**src/hw/rtl/bbmg_pkg.sv**
```systemverilog
// bbmg_pkg: shared types and constants of the vertical-byte bitmap blit mask generator
// used by bbmg_cfg, bbmg_geom, bbmg_core and the top level; depends on nothing

package bbmg_pkg;

  localparam int unsigned MAX_SCREEN_WIDTH  = 512;
  localparam int unsigned MAX_SCREEN_HEIGHT = 256;

  localparam int unsigned DstW   = 14;
  localparam int unsigned SrcW   = 18;
  localparam int unsigned ColW   = 10;
  localparam int unsigned RowW   = 6;
  localparam int unsigned AddrW  = 5;
  localparam int unsigned DataW  = 32;

  // register index, taken from paddr[4:2]
  typedef enum logic [2:0] {
    REG_POS_X          = 3'd0,
    REG_POS_Y          = 3'd1,
    REG_BLIT_WIDTH     = 3'd2,
    REG_BLIT_HEIGHT    = 3'd3,
    REG_SRC_ROW_STRIDE = 3'd4,
    REG_SCREEN_WIDTH   = 3'd5,
    REG_SCREEN_HEIGHT  = 3'd6
  } reg_idx_e;

  typedef struct packed {
    logic [10:0] pos_x;
    logic [10:0] pos_y;
    logic [9:0]  blit_width;
    logic [9:0]  blit_height;
    logic [11:0] src_row_stride;
    logic [9:0]  screen_width;
    logic [8:0]  screen_height;
  } cfg_t;

  // clipped blit geometry
  typedef struct packed {
    logic            active;
    logic [2:0]      shift;
    logic [ColW-1:0] ncols;
    logic [RowW-1:0] nrows;
    logic [RowW-1:0] nreads;
    logic [7:0]      top;
    logic [7:0]      bottom;
    logic [DstW-1:0] start;
    logic [9:0]      sw;
  } geom_t;

  typedef struct packed {
    logic [DstW-1:0] dst_offset;
    logic [7:0]      bit_mask;
    logic [7:0]      pixel_bits;
    logic [SrcW-1:0] next_src_offset;
    logic            column_end;
    logic            last;
  } res_t;

endpackage

```
**src/hw/rtl/bbmg_cfg.sv**
```systemverilog
// bbmg_cfg: APB-style register file holding the blit configuration
// depends on bbmg_pkg; any write to a listed register pulses restart

module bbmg_cfg (
  input  logic                       clk_i,
  input  logic                       rst_ni,
  input  logic                       psel,
  input  logic                       penable,
  input  logic                       pwrite,
  input  logic [bbmg_pkg::AddrW-1:0] paddr,
  input  logic [bbmg_pkg::DataW-1:0] pwdata,
  output logic [bbmg_pkg::DataW-1:0] prdata,
  output logic                       pready,
  output bbmg_pkg::cfg_t             cfg_o,
  output logic                       restart_o
);
  import bbmg_pkg::*;

  cfg_t     cfg_q, cfg_d;
  reg_idx_e idx;
  logic     wr_en;
  logic     hit;

  assign pready = 1'b1;
  assign idx    = reg_idx_e'(paddr[AddrW-1:2]);
  assign wr_en  = psel & penable & pwrite & pready;

  always_comb begin
    cfg_d = cfg_q;
    hit   = 1'b1;
    case (idx)
      REG_POS_X:          cfg_d.pos_x          = pwdata[10:0];
      REG_POS_Y:          cfg_d.pos_y          = pwdata[10:0];
      REG_BLIT_WIDTH:     cfg_d.blit_width     = pwdata[9:0];
      REG_BLIT_HEIGHT:    cfg_d.blit_height    = pwdata[9:0];
      REG_SRC_ROW_STRIDE: cfg_d.src_row_stride = pwdata[11:0];
      REG_SCREEN_WIDTH:   cfg_d.screen_width   = pwdata[9:0];
      REG_SCREEN_HEIGHT:  cfg_d.screen_height  = pwdata[8:0];
      default:            hit                  = 1'b0;
    endcase
  end

  always_comb begin
    case (idx)
      REG_POS_X:          prdata = {21'd0, cfg_q.pos_x};
      REG_POS_Y:          prdata = {21'd0, cfg_q.pos_y};
      REG_BLIT_WIDTH:     prdata = {22'd0, cfg_q.blit_width};
      REG_BLIT_HEIGHT:    prdata = {22'd0, cfg_q.blit_height};
      REG_SRC_ROW_STRIDE: prdata = {20'd0, cfg_q.src_row_stride};
      REG_SCREEN_WIDTH:   prdata = {22'd0, cfg_q.screen_width};
      REG_SCREEN_HEIGHT:  prdata = {23'd0, cfg_q.screen_height};
      default:            prdata = '0;
    endcase
  end

  always_ff @(posedge clk_i or negedge rst_ni) begin
    if (!rst_ni) begin
      cfg_q.pos_x          <= 11'd0;
      cfg_q.pos_y          <= 11'd0;
      cfg_q.blit_width     <= 10'd0;
      cfg_q.blit_height    <= 10'd1;
      cfg_q.src_row_stride <= 12'd1;
      cfg_q.screen_width   <= 10'd128;
      cfg_q.screen_height  <= 9'd64;
    end else if (wr_en) begin
      cfg_q <= cfg_d;
    end
  end

  assign cfg_o     = cfg_q;
  assign restart_o = wr_en & hit;

endmodule

```
**src/hw/rtl/bbmg_geom.sv**
```systemverilog
// bbmg_geom: clips the blit rectangle to the screen and registers the geometry
// depends on bbmg_pkg; fed from the register file every cycle

module bbmg_geom (
  input  logic           clk_i,
  input  bbmg_pkg::cfg_t cfg_i,
  output bbmg_pkg::geom_t geom_o
);
  import bbmg_pkg::*;

  localparam logic [9:0] SwMax = 10'(MAX_SCREEN_WIDTH);
  localparam logic [8:0] ShMax = 9'(MAX_SCREEN_HEIGHT);

  geom_t       geom_d, geom_q;
  logic [9:0]  sw;
  logic [8:0]  sh;
  logic        off_scr;
  logic [8:0]  ux;
  logic [7:0]  uy;
  logic [10:0] sum_x, sum_y;
  logic [9:0]  nx, ny;
  logic [10:0] tot, tot_m1, nr_sum;
  logic [14:0] row_base;
  logic [7:0]  top, bot;

  always_comb begin
    sw = (cfg_i.screen_width > SwMax) ? SwMax : cfg_i.screen_width;
    sh = (cfg_i.screen_height > ShMax) ? ShMax : cfg_i.screen_height;

    off_scr = cfg_i.pos_x[10] | cfg_i.pos_y[10] | (cfg_i.pos_x[9:0] >= sw)
            | (cfg_i.pos_y[9:0] >= {1'b0, sh});
    ux = cfg_i.pos_x[8:0];
    uy = cfg_i.pos_y[7:0];

    sum_x = {2'b0, ux} + {1'b0, cfg_i.blit_width};
    nx    = (sum_x >= {1'b0, sw}) ? (sw - {1'b0, ux}) : cfg_i.blit_width;
    sum_y = {3'b0, uy} + {1'b0, cfg_i.blit_height};
    ny    = (sum_y >= {2'b0, sh}) ? ({1'b0, sh} - {2'b0, uy}) : cfg_i.blit_height;

    tot    = {1'b0, ny} + {8'd0, uy[2:0]};
    tot_m1 = tot - 11'd1;
    nr_sum = {1'b0, ny} + 11'd7;

    top = 8'hFF << uy[2:0];
    bot = ~(8'hFE << tot_m1[2:0]);
    // a single byte row takes both edges
    if (tot <= 11'd8) begin
      bot = bot & top;
    end

    row_base = {5'd0, sw} * {10'd0, uy[7:3]};

    geom_d.active = ~off_scr & (nx != 10'd0) & (ny != 10'd0);
    geom_d.shift  = uy[2:0];
    geom_d.ncols  = nx;
    geom_d.nrows  = tot_m1[8:3] + 6'd1;
    geom_d.nreads = nr_sum[8:3];
    geom_d.top    = top;
    geom_d.bottom = bot;
    geom_d.start  = row_base[DstW-1:0] + {5'd0, ux};
    geom_d.sw     = sw;
  end

  always_ff @(posedge clk_i) begin
    geom_q <= geom_d;
  end

  assign geom_o = geom_q;

endmodule

```
**src/hw/rtl/bbmg_core.sv**
```systemverilog
// bbmg_core: input register, blit walk state, shift/mask logic and result register
// depends on bbmg_pkg; geometry comes from bbmg_geom, restart from bbmg_cfg

module bbmg_core (
  input  logic            clk_i,
  input  logic            rst_ni,
  input  bbmg_pkg::geom_t geom_i,
  input  logic [11:0]     stride_i,
  input  logic            restart_i,
  input  logic            in_valid_i,
  output logic            in_stall_o,
  input  logic [7:0]      source_byte_i,
  output logic            out_valid_o,
  input  logic            out_stall_i,
  output bbmg_pkg::res_t  res_o
);
  import bbmg_pkg::*;

  function automatic logic [7:0] row_mask(geom_t g, logic [RowW-1:0] row);
    logic [RowW:0] row_p1;
    row_p1 = {1'b0, row} + {{RowW{1'b0}}, 1'b1};
    if (row_p1 >= {1'b0, g.nrows}) begin
      return g.bottom;
    end else if (row == '0) begin
      return g.top;
    end else begin
      return 8'hFF;
    end
  endfunction

  // input stage
  logic       s1_v_q;
  logic [7:0] s1_byte_q;

  // walk state
  logic [7:0]      carry_q, carry_d;
  logic [ColW-1:0] col_q, col_d;
  logic [RowW-1:0] row_q, row_d;
  logic [DstW-1:0] dst_q, dst_d;
  logic [SrcW-1:0] src_q, src_d;
  logic            fin_q, fin_d;
  logic            fresh_q;

  // result stage: head slot plus a second slot for the carry-only write
  logic  o_v_q, x_v_q;
  res_t  o_q, x_q;
  res_t  r0, r1;
  logic  extra;

  logic            work, drop, fire, room, out_take;
  logic [15:0]     shifted;
  logic [7:0]      comb_bits;
  logic [DstW-1:0] dst_cur, dst_nxt_row;
  logic [SrcW-1:0] nsrc_row, nsrc_col;
  logic [ColW-1:0] col_p1;
  logic [RowW-1:0] row_p1;
  logic            col_done, last_col;

  assign out_take = o_v_q & ~out_stall_i;
  assign room     = ~o_v_q | (out_take & ~x_v_q);
  assign work     = s1_v_q & geom_i.active & ~fin_q;
  assign drop     = s1_v_q & ~work;
  assign fire     = work & room;
  assign in_stall_o = s1_v_q & ~(drop | fire);

  always_comb begin
    shifted     = {8'd0, s1_byte_q} << geom_i.shift;
    comb_bits   = carry_q | shifted[7:0];
    dst_cur     = fresh_q ? geom_i.start : dst_q;
    dst_nxt_row = dst_cur + {4'd0, geom_i.sw};
    nsrc_row    = src_q + {6'd0, stride_i};
    col_p1      = col_q + 10'd1;
    row_p1      = row_q + 6'd1;
    col_done    = (row_p1 >= geom_i.nreads);
    last_col    = ({1'b0, col_q} + 11'd1) >= {1'b0, geom_i.ncols};
    nsrc_col    = last_col ? '0 : {8'd0, col_p1};
    extra       = col_done & (row_p1 < geom_i.nrows);

    r0.dst_offset      = dst_cur;
    r0.bit_mask        = row_mask(geom_i, row_q);
    r0.pixel_bits      = comb_bits;
    r0.next_src_offset = col_done ? nsrc_col : nsrc_row;
    r0.column_end      = col_done & ~extra;
    r0.last            = col_done & ~extra & last_col;

    r1.dst_offset      = dst_nxt_row;
    r1.bit_mask        = row_mask(geom_i, row_p1);
    r1.pixel_bits      = shifted[15:8];
    r1.next_src_offset = nsrc_col;
    r1.column_end      = 1'b1;
    r1.last            = last_col;

    carry_d = carry_q;
    col_d   = col_q;
    row_d   = row_q;
    dst_d   = dst_cur;
    src_d   = src_q;
    fin_d   = fin_q;
    if (col_done) begin
      carry_d = '0;
      col_d   = col_p1;
      row_d   = '0;
      dst_d   = geom_i.start + {4'd0, col_p1};
      src_d   = nsrc_col;
      fin_d   = last_col;
    end else begin
      carry_d = shifted[15:8];
      row_d   = row_p1;
      dst_d   = dst_nxt_row;
      src_d   = nsrc_row;
    end
  end

  always_ff @(posedge clk_i or negedge rst_ni) begin
    if (!rst_ni) begin
      s1_v_q <= 1'b0;
    end else if (!in_stall_o) begin
      s1_v_q <= in_valid_i;
    end
  end

  always_ff @(posedge clk_i) begin
    if (!in_stall_o && in_valid_i) begin
      s1_byte_q <= source_byte_i;
    end
  end

  always_ff @(posedge clk_i or negedge rst_ni) begin
    if (!rst_ni) begin
      carry_q <= '0;
      col_q   <= '0;
      row_q   <= '0;
      dst_q   <= '0;
      src_q   <= '0;
      fin_q   <= 1'b0;
      fresh_q <= 1'b1;
    end else if (restart_i) begin
      carry_q <= '0;
      col_q   <= '0;
      row_q   <= '0;
      dst_q   <= '0;
      src_q   <= '0;
      fin_q   <= 1'b0;
      fresh_q <= 1'b1;
    end else if (fire) begin
      carry_q <= carry_d;
      col_q   <= col_d;
      row_q   <= row_d;
      dst_q   <= dst_d;
      src_q   <= src_d;
      fin_q   <= fin_d;
      fresh_q <= 1'b0;
    end
  end

  always_ff @(posedge clk_i or negedge rst_ni) begin
    if (!rst_ni) begin
      o_v_q <= 1'b0;
      x_v_q <= 1'b0;
    end else if (fire) begin
      o_v_q <= 1'b1;
      x_v_q <= extra;
    end else if (out_take) begin
      o_v_q <= x_v_q;
      x_v_q <= 1'b0;
    end
  end

  always_ff @(posedge clk_i) begin
    if (fire) begin
      o_q <= r0;
      x_q <= r1;
    end else if (out_take && x_v_q) begin
      o_q <= x_q;
    end
  end

  assign out_valid_o = o_v_q;
  assign res_o       = o_q;

endmodule

```
**src/hw/rtl/bitmap_blit_mask_generator.sv**
```systemverilog
// bitmap_blit_mask_generator: top level of the vertical-byte bitmap blit mask generator
// depends on bbmg_pkg, bbmg_cfg, bbmg_geom and bbmg_core
//
//   channel   direction  handshake                        payload
//   in        sink       in_valid_i / in_stall_o          source_byte_i
//   out       source     out_valid_o / out_stall_i        dst_offset_o .. last_o
//   apb       slave      psel, penable, pwrite, pready    paddr, pwdata, prdata
//
// one source byte per cycle unless out_stall_i backs up; a byte that closes a column
// with a carry-only write yields two results and stalls the input for the second.
// a result passes the input register, then the result register; a register write
// lands in the register file first and in the geometry register after it.
// rst_ni clears walk state, loads register reset values; a write to a listed register
// restarts the blit. out_stall_i backs up through the result slots into in_stall_o.

module bitmap_blit_mask_generator (
  input  logic                       clk_i,
  input  logic                       rst_ni,
  input  logic                       psel,
  input  logic                       penable,
  input  logic                       pwrite,
  input  logic [bbmg_pkg::AddrW-1:0] paddr,
  input  logic [bbmg_pkg::DataW-1:0] pwdata,
  output logic [bbmg_pkg::DataW-1:0] prdata,
  output logic                       pready,
  input  logic                       in_valid_i,
  output logic                       in_stall_o,
  input  logic [7:0]                 source_byte_i,
  output logic                       out_valid_o,
  input  logic                       out_stall_i,
  output logic [bbmg_pkg::DstW-1:0]  dst_offset_o,
  output logic [7:0]                 bit_mask_o,
  output logic [7:0]                 pixel_bits_o,
  output logic [bbmg_pkg::SrcW-1:0]  next_src_offset_o,
  output logic                       column_end_o,
  output logic                       last_o
);
  import bbmg_pkg::*;

  cfg_t  cfg;
  geom_t geom;
  res_t  res;
  logic  restart;

  bbmg_cfg u_cfg (
    .clk_i     (clk_i),
    .rst_ni    (rst_ni),
    .psel      (psel),
    .penable   (penable),
    .pwrite    (pwrite),
    .paddr     (paddr),
    .pwdata    (pwdata),
    .prdata    (prdata),
    .pready    (pready),
    .cfg_o     (cfg),
    .restart_o (restart)
  );

  bbmg_geom u_geom (
    .clk_i  (clk_i),
    .cfg_i  (cfg),
    .geom_o (geom)
  );

  bbmg_core u_core (
    .clk_i         (clk_i),
    .rst_ni        (rst_ni),
    .geom_i        (geom),
    .stride_i      (cfg.src_row_stride),
    .restart_i     (restart),
    .in_valid_i    (in_valid_i),
    .in_stall_o    (in_stall_o),
    .source_byte_i (source_byte_i),
    .out_valid_o   (out_valid_o),
    .out_stall_i   (out_stall_i),
    .res_o         (res)
  );

  assign dst_offset_o      = res.dst_offset;
  assign bit_mask_o        = res.bit_mask;
  assign pixel_bits_o      = res.pixel_bits;
  assign next_src_offset_o = res.next_src_offset;
  assign column_end_o      = res.column_end;
  assign last_o            = res.last;

endmodule
```
**config.mk**
```make
export PLATFORM = sky130hd
export DESIGN_NAME = bitmap_blit_mask_generator
export DESIGN_NICKNAME = d
export VERILOG_FILES = /design/src/hw/rtl/bbmg_pkg.sv /design/src/hw/rtl/bbmg_cfg.sv /design/src/hw/rtl/bbmg_geom.sv /design/src/hw/rtl/bbmg_core.sv /design/src/hw/rtl/bitmap_blit_mask_generator.sv
export SDC_FILE = /design/constraint.sdc
export NUM_CORES = 1
export LEC_CHECK = 0
export ABC_AREA = 1
export BUFFER_PORTS_ARGS = -buffer_cell sky130_fd_sc_hd__buf_2
export CORE_ASPECT_RATIO = 1.2
export CORE_MARGIN = 2
export CORE_UTILIZATION = 45
export CTS_BUF_LIST = sky130_fd_sc_hd__clkbuf_8 sky130_fd_sc_hd__clkbuf_16
export DETAILED_ROUTE_END_ITERATION = 6
export PLACE_DENSITY = 0.71
export SETUP_SLACK_MARGIN = 0.05
export SLEW_MARGIN = 20
export SYNTH_ARGS = -nofsm -noshare
export SYNTH_HDL_FRONTEND = slang
export SYNTH_SLANG_ARGS = --single-unit
export TNS_END_PERCENT = 10
```
**constraint.sdc**
```tcl
create_clock -name clk_i -period 7 [get_ports clk_i]
set_input_delay 0.7 -clock clk_i [delete_from_list [all_inputs] [get_ports clk_i]]
set_output_delay 0.7 -clock clk_i [all_outputs]
set_load 0.02 [all_outputs]
```
==> run metrics, run 1 <==
outcome completed; clock insertion delay at the later pin of the skew report 0.53 ns; wire length on met1 21.9 mm; most common cell type on the critical path sky130_fd_sc_hd__nand2_1; number of global-route vias before repair ~15k; Crit Path Max Fanout 18; via/cell ratio about 5.3; post-detail-place hpwl 38.4 mm; die area 0.0437 mm²; Worst Setup Path Type reg -> reg; Primary FF master, synth sky130_fd_sc_hd__dfrtp_1; total DRC errors in the routed layout 0; most instantiated cells after synthesis 485 x sky130_fd_sc_hd__nand2_1, 356 x sky130_fd_sc_hd__inv_1, 183 x sky130_fd_sc_hd__nor2_1, 173 x sky130_fd_sc_hd__o21ai_0, 169 x sky130_fd_sc_hd__ha_1; TritonCTS clock tree built; clock buffers created by TritonCTS 34; setup slack after placement between 1 and 1.5 ns; Finish-stage setup viols 0; sequential share of the synthesized area 0.400; core area approximately 0.042 mm²; Yosys warning count 0; terminus of the critical flop-to-flop path u_geom.geom_o[50]; cell taking the most area after synthesis sky130_fd_sc_hd__dfrtp_1; routed len/inst around 17 µm; GRT Residual Overflow 0; part of the power in the clock network 0.201; Avg Cell Area, Syn 8.24 µm²; Sw Ratio 0.445; Die W around 190 µm; n_diodes 0; met2 WL post-DR roughly 23 mm; Pwr per Cell Area around 410 mW/mm²; Net count, final approximately 2.6k; Resized Gates After CTS 0; global routing usage summed across all routing layers 0.229; timing-limited maximum frequency 179 MHz; routed vias 15.7k; Internal Dissipation 4.81 mW; total number of placement rows a little over 80; maximum level of the CTS H-tree 2; max layer used met4; R2R Setup Slk about 1.4 ns; share of layout cells above drive strength 1 0.0817; count of boundary I/O pins between 100 and 150; path category of the worst min-delay check in -> async; depth of the worst register-to-register path 30; fill cell total of the finished layout roughly 4k; aggregate routed wire length roughly 50 mm; Synth area leaders sky130_fd_sc_hd__dfrtp_1 17%, sky130_fd_sc_hd__edfxtp_1 16%, sky130_fd_sc_hd__ha_1 11%; global-route wire length before repair around 79 mm; max-cap violation count 0; buffers from clock root to sink, at most 3; initial detailed-routing violation count 960; maximum number of pins on one net before global-route repair 77; area share of the largest cell type after synthesis 0.169; maximum ir drop on the vdd rail roughly 200 µV; slowest stage delay, CP 0.79 ns; post-CTS clock slew at the launch and capture registers of the worst setup and hold paths about 0.060 ns; effective utilization at floorplan 0.454; hold-fix buffers at CTS 0; final count of hold timing violations 0; Critical Path Sink Type register; final weighted congestion in routability-driven placement between 0.9 and 1; switching power summed over all nets 3.86 mW; post-synthesis cell count around 2.3k; chip height around 230 µm; required time of the critical path 7.41 ns; number of buffers inserted to repair setup after CTS 0; proportion of power drawn by combinational gates 0.498; cell type of the slowest stage on the worst timing path sky130_fd_sc_hd__dfrtp_1; TritonCTS sink count slightly below 300; least setup slack across all paths after layout ~1.4 ns; ys async rst share 0.449; Area growth, synth to finish 10.9%; count of flip-flops with a built-in enable after synthesis around 100; minimum clock period after layout around 5.6 ns; slew at the pin closest to its max-slew limit about 0.99 ns; final slew viol count 0; arrival time of the worst setup path 6.00 ns; Static Leakage 10.3 nW; number of nets still failing antenna checks after routing 0; number of antenna violations at the first check in global routing 0; netlist area before placement 0.0189 mm²; summed negative setup slack over all endpoints 0 ns; share of power burned in registers 0.301; met3 WL a little under 3 mm; Worst R2R Start u_cfg.cfg_o[52]; unrepaired setup endpoints after global routing no; Synth cell types 66; root cell of the clock tree sky130_fd_sc_hd__clkbuf_16; count of TritonRoute iterations in the first routing pass 5; count of state elements after synthesis 296; critical path launch point type register; most instantiated library cell after synthesis sky130_fd_sc_hd__nand2_1; relative slew slack 0.339; Clock Skews between 0.01 and 0.015 ns; number of I/O port buffers between 90 and 100; ratio of final minimum period to clock period 0.798
## worst max path at each step
| stage | start | to | slack [ns] | cells after the start |
|---|---|---|---|---|
| 6_report | u_cfg.cfg_o[52] | u_geom.geom_o[50] | 1.41 | 30 |
| 2_1_floorplan | u_cfg.cfg_o[31] | u_geom.geom_o[50] | 2.19 | 32 |
| 3_3_place_gp | u_cfg.cfg_o[52] | u_geom.geom_o[50] | 1.55 | 30 |
| 4_1_cts | u_cfg.cfg_o[52] | u_geom.geom_o[50] | 1.43 | 30 |
| 3_5_place_dp | u_cfg.cfg_o[52] | u_geom.geom_o[50] | 1.46 | 30 |
| 5_1_grt | u_cfg.cfg_o[52] | u_geom.geom_o[50] | 0.82 | 30 |
## per-layer routing
layer	global-route usage	vias to the layer above
li1	-	7678
met1	0.307	7362
met2	0.375	532
met3	0.0267	112
met4	0.0942	0
met5	0	-
## cells by family after synthesis
| family | count (synthesis) | synth area share |
|---|---|---|
| and+or+nand+nor | 812 | 0.176 |
| AOI/OAI and AO/OA | 447 | 0.136 |
| buffers and inverters | 441 | 0.0925 |
| DFF | 296 | 0.400 |
| adders and majority gates | 209 | 0.154 |
| xor gates and xnor gates | 87 | 0.0403 |
| other | 2 | 0.000397 |
| muxes | 2 | 0.00112 |
## state kept, by name, indices dropped and copies added, names as in the netlist
signal / cells
u_core.x_q: 40
u_core.fresh_q: 1
u_core.carry_q: 7
u_core.x_v_q: 1
u_core.res_o: 50
u_core.dst_q: 14
u_core.s1_v_q: 1
u_core.row_q: 6
u_core.s1_byte_q: 8
u_core.src_q: 18
u_cfg.cfg_o: 73
u_core.col_q: 10
u_core.out_valid_o: 1
u_core.fin_q: 1
u_geom.geom_o: 65
## layout by cell type, fill, tap and decap left out, types with 9 or more instances in the layout
cell	n
sky130_fd_sc_hd__nor2_1	181
sky130_fd_sc_hd__edfxtp_1	98
sky130_fd_sc_hd__dfxtp_1	65
sky130_fd_sc_hd__nand2_2	9
sky130_fd_sc_hd__o21ai_0	173
sky130_fd_sc_hd__o21bai_1	12
sky130_fd_sc_hd__a21oi_1	125
sky130_fd_sc_hd__xor2_1	64
sky130_fd_sc_hd__clkbuf_16	34
sky130_fd_sc_hd__nand4_1	21
sky130_fd_sc_hd__inv_1	367
sky130_fd_sc_hd__a31oi_1	20
sky130_fd_sc_hd__o21ai_1	11
sky130_fd_sc_hd__buf_4	14
sky130_fd_sc_hd__o211ai_1	10
sky130_fd_sc_hd__dfrtp_1	128
sky130_fd_sc_hd__ha_1	169
sky130_fd_sc_hd__o22ai_1	33
sky130_fd_sc_hd__buf_2	92
sky130_fd_sc_hd__conb_1	21
sky130_fd_sc_hd__nand3_1	70
sky130_fd_sc_hd__nor3_1	17
sky130_fd_sc_hd__xnor2_1	23
sky130_fd_sc_hd__nand2_1	484
sky130_fd_sc_hd__fa_1	40
## area by class of cell
type	count	area, µm²	share of cell area
multi-input combinational	1578	9680	0.461
sequential	296	7580	0.361
inverter	367	1380	0.0656
clock buffer	39	920	0.0438
tap	546	683	0.0325
timing repair buffer	107	577	0.0275
clock inverter	23	181	0.00864
## metrics by stage
step | total power, mW | instances | util | instance area [µm²] | hold slack [ns]
2_1_floorplan | 5.79 | 2315 | - | 19000 | 0.404
4_1_cts | 8.69 | 2956 | 0.504 | 21000 | 0.156
3_5_place_dp | 6.91 | 2894 | 0.478 | 19900 | 0.478
3_3_place_gp | 6.79 | 2894 | 0.478 | 19900 | 0.462
6_report | 8.67 | 2956 | 0.504 | 21000 | 0.139
5_1_grt | 9.44 | 2956 | 0.504 | 21000 | 0.174
## power groups by stage
stage | Combinational, mW | Clock, mW | Sequential (mW)
floorplan | 3.26 | 0 | 2.53
global placement | 4.16 | 0 | 2.63
detailed placement | 4.28 | 0 | 2.64
CTS | 4.31 | 1.77 | 2.61
global route | 4.95 | 1.84 | 2.65
finish | 4.32 | 1.74 | 2.61
## critical path, delay by kind of cell (launching register included)
kind / cells / cell delay (ns)
flops: 1 / 0.79
fa+ha+maj: 5 / 1.58
buf+inv: 5 / 0.51
xor+xnor: 2 / 0.28
compound gates: 3 / 0.49
simple gates: 15 / 1.82
Power figures use the tool's default switching activity.
==> inputs of run 2 (changes only) <==
Settings changed: PLACE_DENSITY 0.71 to 0.74.
Clock period 7 ns to 4.9 ns, I/O delays scaled along.
==> run 2 against run 1 <==
Count of clock-buffer cells in the layout down 1; final area grew 3.1%; global-route usage up 0.13 points; combinational power is 57% higher; non-clock buffer count increased by 38; clock power up 52%; cell count is 1.3% higher.
==> run metrics, run 2 (synthesized netlist as in run 1, its figures left out) <==
outcome completed (unchanged); number of nets still failing antenna checks after routing 0 (unchanged); relative slew slack 0.373 (was 0.339); Finish-stage setup viols 0 (unchanged); Worst Setup Path Type reg -> reg (unchanged); share of power burned in registers 0.281 (was 0.301); core area 0.0417 mm² (unchanged); final slew viol count 0 (unchanged); global-route wire length before repair 79.8 mm (was 79.4 mm); final weighted congestion in routability-driven placement 0.982 (was 0.981); routed len/inst 16.9 µm (about the same); proportion of power drawn by combinational gates 0.517 (was 0.498); count of boundary I/O pins 137 (unchanged); count of TritonRoute iterations in the first routing pass 5 (unchanged); minimum clock period after layout 4.79 ns (was 5.59 ns); Die W 191 µm (unchanged); delay-heaviest family, CP simple AND/OR/NAND/NOR gates (unchanged); flip-flop count of the largest register, all copies and words added 73 (unchanged); slew at the pin closest to its max-slew limit 0.937 ns (was 0.992 ns); die area 0.0437 mm² (unchanged); critical path launch point type register (unchanged); Hold Worst Slack 0.00334 ns (was 0.139 ns); Critical Path Sink Type register (unchanged); total number of placement rows 82 (unchanged); clock buffers created by TritonCTS 34 (unchanged); part of the power in the clock network 0.202 (was 0.201); total DRC errors in the routed layout 0 (unchanged); least setup slack across all paths after layout 0.110 ns (was 1.41 ns); unrepaired setup endpoints after global routing yes (was no); TritonCTS clock tree built (unchanged); GRT Residual Overflow 0 (unchanged); placed instance area 0.0201 mm² (was 0.0199 mm²); Area growth, synth to finish 14.4% (was 10.9%); required time of the critical path 5.37 ns (was 7.41 ns); root cell of the clock tree sky130_fd_sc_hd__clkbuf_16 (unchanged); switching power summed over all nets 5.77 mW (was 3.86 mW); global routing usage summed across all routing layers 0.230 (was 0.229); fill cell total of the finished layout 3,896 (was 3,994); number of I/O port buffers 93 (unchanged); Static Leakage 10.6 nW (was 10.3 nW); path category of the worst min-delay check in -> async (unchanged); total area of multi-input combinational cells 0.00998 mm² (was 0.00968 mm²); TritonCTS sink count 296 (unchanged); timing-limited maximum frequency 209 MHz (was 179 MHz); n_diodes 0 (unchanged); Internal Dissipation 7.32 mW (was 4.81 mW); sequential cell area in the final layout 0.00758 mm² (unchanged); aggregate routed wire length 50.5 mm (was 50.0 mm); hold-fix buffers at CTS 0 (unchanged); commonest cells after routing, fill and taps aside 473 x sky130_fd_sc_hd__nand2_1, 356 x sky130_fd_sc_hd__inv_1, 172 x sky130_fd_sc_hd__o21ai_0 (was 484 x sky130_fd_sc_hd__nand2_1, 367 x sky130_fd_sc_hd__inv_1, 181 x sky130_fd_sc_hd__nor2_1); most common library cell in the layout ignoring fill and taps sky130_fd_sc_hd__nand2_1 (unchanged); chip height 229 µm (unchanged); number of antenna violations at the first check in global routing 0 (unchanged); Crit Path Max Fanout 7 (was 18); Finished Cell Area 0.0217 mm² (was 0.0210 mm²); cell type of the slowest stage on the worst timing path sky130_fd_sc_hd__dfstp_2 (was sky130_fd_sc_hd__dfrtp_1); Pwr per Cell Area 604 mW/mm² (was 413 mW/mm²); Sw Ratio 0.441 (was 0.445); effective utilization at floorplan 0.454 (unchanged); Net count, final 2,683 (was 2,645); post-CTS clock slew at the launch and capture registers of the worst setup and hold paths 0.06 ns (about the same); post-detail-place hpwl 38.6 mm (was 38.4 mm); setup slack after placement 0.0410 ns (was 1.46 ns); ratio of final minimum period to clock period 0.978 (was 0.798); max-cap violation count 0 (unchanged); clock insertion delay at the later pin of the skew report 0.54 ns (was 0.53 ns); final count of hold timing violations 0 (unchanged); number of global-route vias before repair 15.2k (was 15.1k); number of buffers and inverters on the critical path 5 (unchanged); Clock Skews 0.0209 ns (was 0.0149 ns); maximum number of pins on one net before global-route repair 89 (was 77); via/cell ratio 5.26 (was 5.31); arrival time of the worst setup path 5.26 ns (was 6.00 ns); slowest stage delay, CP 0.55 ns (was 0.79 ns); maximum ir drop on the vdd rail 289 µV (was 194 µV); maximum level of the CTS H-tree 2 (unchanged); share of layout cells above drive strength 1 0.121 (was 0.0817); initial detailed-routing violation count 1,165 (was 960); buffers from clock root to sink, at most 3 (unchanged); routed vias 15.8k (was 15.7k)
run 2: cell count changes in the layout (fill, tap and decap cells not counted), sizes merged:
cell | previous run | this run
clkbuf | 39 | 38
clkinv | 13 | 14
inv | 375 | 372
buf | 107 | 145
bufinv | 2 | 5
run 2: power groups by stage:
stage / clock network [mW] / registers [mW] / logic [mW]
6_report: 2.64 / 3.68 / 6.77
5_1_grt: 2.78 / 3.73 / 7.66
4_1_cts: 2.70 / 3.66 / 6.34
3_5_place_dp: 0 / 3.71 / 6.27
3_3_place_gp: 0 / 3.69 / 6.08
2_1_floorplan: 0 / 3.61 / 4.66
run 2: metal layers:
| layer | track usage | wire length [µm] |
|---|---|---|
| met5 | 0 | 0 |
| met1 | 0.309 | 21500 |
| met2 | 0.373 | 23700 |
| met4 | 0.0988 | 2150 |
| met3 | 0.0301 | 3230 |
run 2: stage by stage:
stage,TNS (ns),total power [mW],utilization,cells
final,0,13.1,0.520,2994
after global placement,0,9.77,0.483,2925
after detailed placement,0,9.98,0.483,2925
after global routing,-0.644,14.2,0.520,2994
after CTS,0,12.7,0.512,2987
after floorplan,0,8.27,-,2315
run 2: layout make-up:
type                            instances  share of cell area
Multi-Input combinational cell       1578               0.461
Clock inverter                         24              0.0123
Sequential cell                       296               0.350
Tap cell                              546              0.0315
Clock buffer                           38              0.0418
Timing Repair Buffer                  145              0.0400
Inverter                              367              0.0636
run 2: path summary, 6_finish.rpt:
| path | slack, ns | start | depth (start not counted) | end |
|---|---|---|---|---|
| worst max-delay path | 0.11 | u_cfg.cfg_o[31] | 31 | u_geom.geom_o[49] |
| worst min-delay path | 0.003 | rst_ni | 1 | u_core.row_q[3] |
| worst max register to register | 0.11 | u_cfg.cfg_o[31] | 31 | u_geom.geom_o[49] |
| worst min register to register | 0.50 | u_core.dst_q[12] | 2 | u_core.dst_q[12] |
| max in group asynchronous | 3.68 | rst_ni | 2 | u_core.dst_q[7] |
| min in group clk_i | 0.13 | source_byte_i[4] | 1 | u_core.s1_byte_q[4] |
run 2: repair_timing:
action	4_1_cts	5_1_grt
gates resized for setup	2	74
endpoints found under the setup margin	2	15
gates cloned	0	0
setup buffers	0	7
pin swaps	0	31
==> inputs of run 3 (changes only) <==
Settings changed: GPL_TIMING_DRIVEN set to 0, PLACE_DENSITY 0.74 to 0.71.
Clock period 4.9 ns to 6 ns, I/O delays scaled along.
==> run 3 against run 2 <==
Worst setup slack improved by 0.36 ns; register-to-register slack improved by 0.36 ns; first-iteration DRC count shrank 5.5%; combinational power shrank 23%; clock skew increased by 0.0015 ns; sequential power decreased by 18%; cell count rose by 0.87%; sequential share of layout area up 0.47 points; total power is 21% lower.
==> run metrics, run 3 (synthesized netlist as in run 1, its figures left out) <==
number of placed instances with taps included 2,953 (was 2,925); most common cell type on the critical path sky130_fd_sc_hd__nand2_1; cell type of the slowest stage on the worst timing path sky130_fd_sc_hd__dfstp_2 (unchanged); GRT Residual Overflow 0 (unchanged); path category of the worst min-delay check in -> reg (was in -> async); delay-heaviest family, CP adder cells (was simple AND/OR/NAND/NOR gates); minimum clock period after layout 5.53 ns (was 4.79 ns); Net count, final 2,708 (was 2,683); Pwr per Cell Area 482 mW/mm² (was 604 mW/mm²); Finish-stage setup viols 0 (unchanged); Worst Setup Path Type reg -> reg (unchanged); number of antenna violations at the first check in global routing 0 (unchanged); total number of placement rows 82 (unchanged); post-detail-place hpwl 40.6 mm (was 38.6 mm); unrepaired setup endpoints after global routing no (was yes); outcome completed (unchanged); global routing usage summed across all routing layers 0.237 (was 0.230); final count of hold timing violations 0 (unchanged); Static Leakage 10.5 nW (was 10.6 nW); commonest cells after routing, fill and taps aside 483 x sky130_fd_sc_hd__nand2_1, 364 x sky130_fd_sc_hd__inv_1, 183 x sky130_fd_sc_hd__nor2_1 (was 473 x sky130_fd_sc_hd__nand2_1, 356 x sky130_fd_sc_hd__inv_1, 172 x sky130_fd_sc_hd__o21ai_0); clock insertion delay at the later pin of the skew report 0.53 ns (was 0.54 ns); final slew viol count 0 (unchanged); final weighted congestion in routability-driven placement 0.977 (was 0.982); via/cell ratio 5.32 (was 5.26); aggregate routed wire length 52.3 mm (was 50.5 mm); relative slew slack 0.309 (was 0.373); initial detailed-routing violation count 1,101 (was 1,165); max-cap violation count 0 (unchanged); number of nets still failing antenna checks after routing 0 (unchanged); clock buffers created by TritonCTS 35 (was 34); effective utilization at floorplan 0.454 (unchanged); Clock Skews 0.0223 ns (was 0.0209 ns); slowest stage delay, CP 0.57 ns (was 0.55 ns); root cell of the clock tree sky130_fd_sc_hd__clkbuf_16 (unchanged); die area 0.0437 mm² (unchanged); routed vias 16.1k (was 15.8k); Die W 191 µm (unchanged); ratio of final minimum period to clock period 0.921 (was 0.978); total DRC errors in the routed layout 0 (unchanged); met3 track utilization from global routing 0.0373 (was 0.0301); highest-utilization routing layer at the global route stage met2 (unchanged); n_diodes 0 (unchanged); maximum ir drop on the vdd rail 221 µV (was 289 µV); maximum number of pins on one net before global-route repair 81 (was 89); arrival time of the worst setup path 5.95 ns (was 5.26 ns); Critical Path Sink Type register (unchanged); routed len/inst 17.3 µm (was 16.9 µm); Global Route met1 Usage 0.312 (was 0.309); number of buffers and inverters on the critical path 6 (was 5); met2 Track Usage GR 0.391 (was 0.373); buffers from clock root to sink, at most 3 (unchanged); count of boundary I/O pins 137 (unchanged); timing-limited maximum frequency 181 MHz (was 209 MHz); core area 0.0417 mm² (unchanged); TritonCTS sink count 296 (unchanged); maximum level of the CTS H-tree 2 (unchanged); Crit Path Max Fanout 10 (was 7); post-CTS clock slew at the launch and capture registers of the worst setup and hold paths 0.06 ns (about the same); most common library cell in the layout ignoring fill and taps sky130_fd_sc_hd__nand2_1 (unchanged); number of I/O port buffers 91 (was 93); number of global-route vias before repair 15.3k (was 15.2k); chip height 229 µm (unchanged); critical path launch point type register (unchanged); Non-Filler Instances 3,020 (was 2,994); fill cell total of the finished layout 4,001 (was 3,896); count of TritonRoute iterations in the first routing pass 6 (was 5); flip-flop count of the largest register, all copies and words added 73 (unchanged); share of layout cells above drive strength 1 0.0881 (was 0.121); Area growth, synth to finish 13.0% (was 14.4%); TritonCTS clock tree built (unchanged); slew at the pin closest to its max-slew limit 1.03 ns (was 0.937 ns); global-route wire length before repair 81.6 mm (was 79.8 mm); required time of the critical path 6.42 ns (was 5.37 ns); summed negative setup slack over all endpoints 0 ns (unchanged)
[run 3: cell types whose count changed in the layout (fill, tap and decap cells not counted), moves of 8 or more]
cell                       before  now
sky130_fd_sc_hd__inv_1        356  364
sky130_fd_sc_hd__nand2_2       18    9
sky130_fd_sc_hd__nor2_1       167  183
sky130_fd_sc_hd__clkbuf_1       0   44
sky130_fd_sc_hd__buf_4         51   24
sky130_fd_sc_hd__inv_2         13    5
sky130_fd_sc_hd__nor2_2        18    6
sky130_fd_sc_hd__nand2_1      473  483
[run 3: path summary, 6_finish.rpt]
kind / start / slack [ns] / cells after the start / to
max: u_cfg.cfg_o[31] / 0.47 / 32 / u_geom.geom_o[50]
min: source_byte_i[6] / 0.24 / 1 / u_core.s1_byte_q[6]
max reg2reg: u_cfg.cfg_o[31] / 0.47 / 32 / u_geom.geom_o[50]
min reg2reg: u_core.dst_q[10] / 0.49 / 2 / u_core.dst_q[10]
max in group asynchronous: rst_ni / 4.59 / 3 / u_cfg.cfg_o[16]
min in group asynchronous: rst_ni / 0.60 / 2 / u_core.src_q[15]
[run 3: cell type report]
class	count	area, µm²	area share
multi-input cells	1578	9690	0.453
repair buffers	95	518	0.0242
clock inverters	23	185	0.00866
flip-flops and latches	296	7590	0.355
clock buffers	41	981	0.0459
plain buffers	74	377	0.0176
inverters	367	1380	0.0644
well taps	546	683	0.0319
[run 3: metrics by stage]
step / hold WS (ns) / util / total power [mW] / instance area, µm² / worst slack, ns
CTS: 0.228 / 0.513 / 10.3 / 21400 / 0.0908
finish: 0.245 / 0.514 / 10.3 / 21400 / 0.471
global placement: 0.465 / 0.483 / 8.00 / 20100 / 0.235
global route: 0.235 / 0.514 / 11.1 / 21400 / 0.0558
detailed placement: 0.480 / 0.485 / 8.13 / 20200 / 0.0448
floorplan: 0.304 / - / 6.76 / 19000 / 1.19
[run 3: repair_timing]
item | CTS | global route
hold buffers | 1 | 0
resized for setup | 1 | 4
buffers inserted | 0 | 2
endpoints found under the setup margin | 1 | 12
endpoints found under the hold margin | 12 | 0
[run 3: power breakdown]
| group | total (mW) | switching (mW) | internal (mW) | leakage [nW] |
|---|---|---|---|---|
| logic | 5.19 | 3.41 | 1.78 | 6.77 |
| registers | 3.00 | 0.327 | 2.67 | 3.13 |
| clock network | 2.12 | 0.856 | 1.26 | 0.602 |
[run 3: per-layer routing]
layer | part of all wire | vias up
met4 | 0.037 | 0
met2 | 0.47 | 617
met1 | 0.43 | 7540
li1 | - | 7793
met5 | 0 | -
met3 | 0.066 | 118
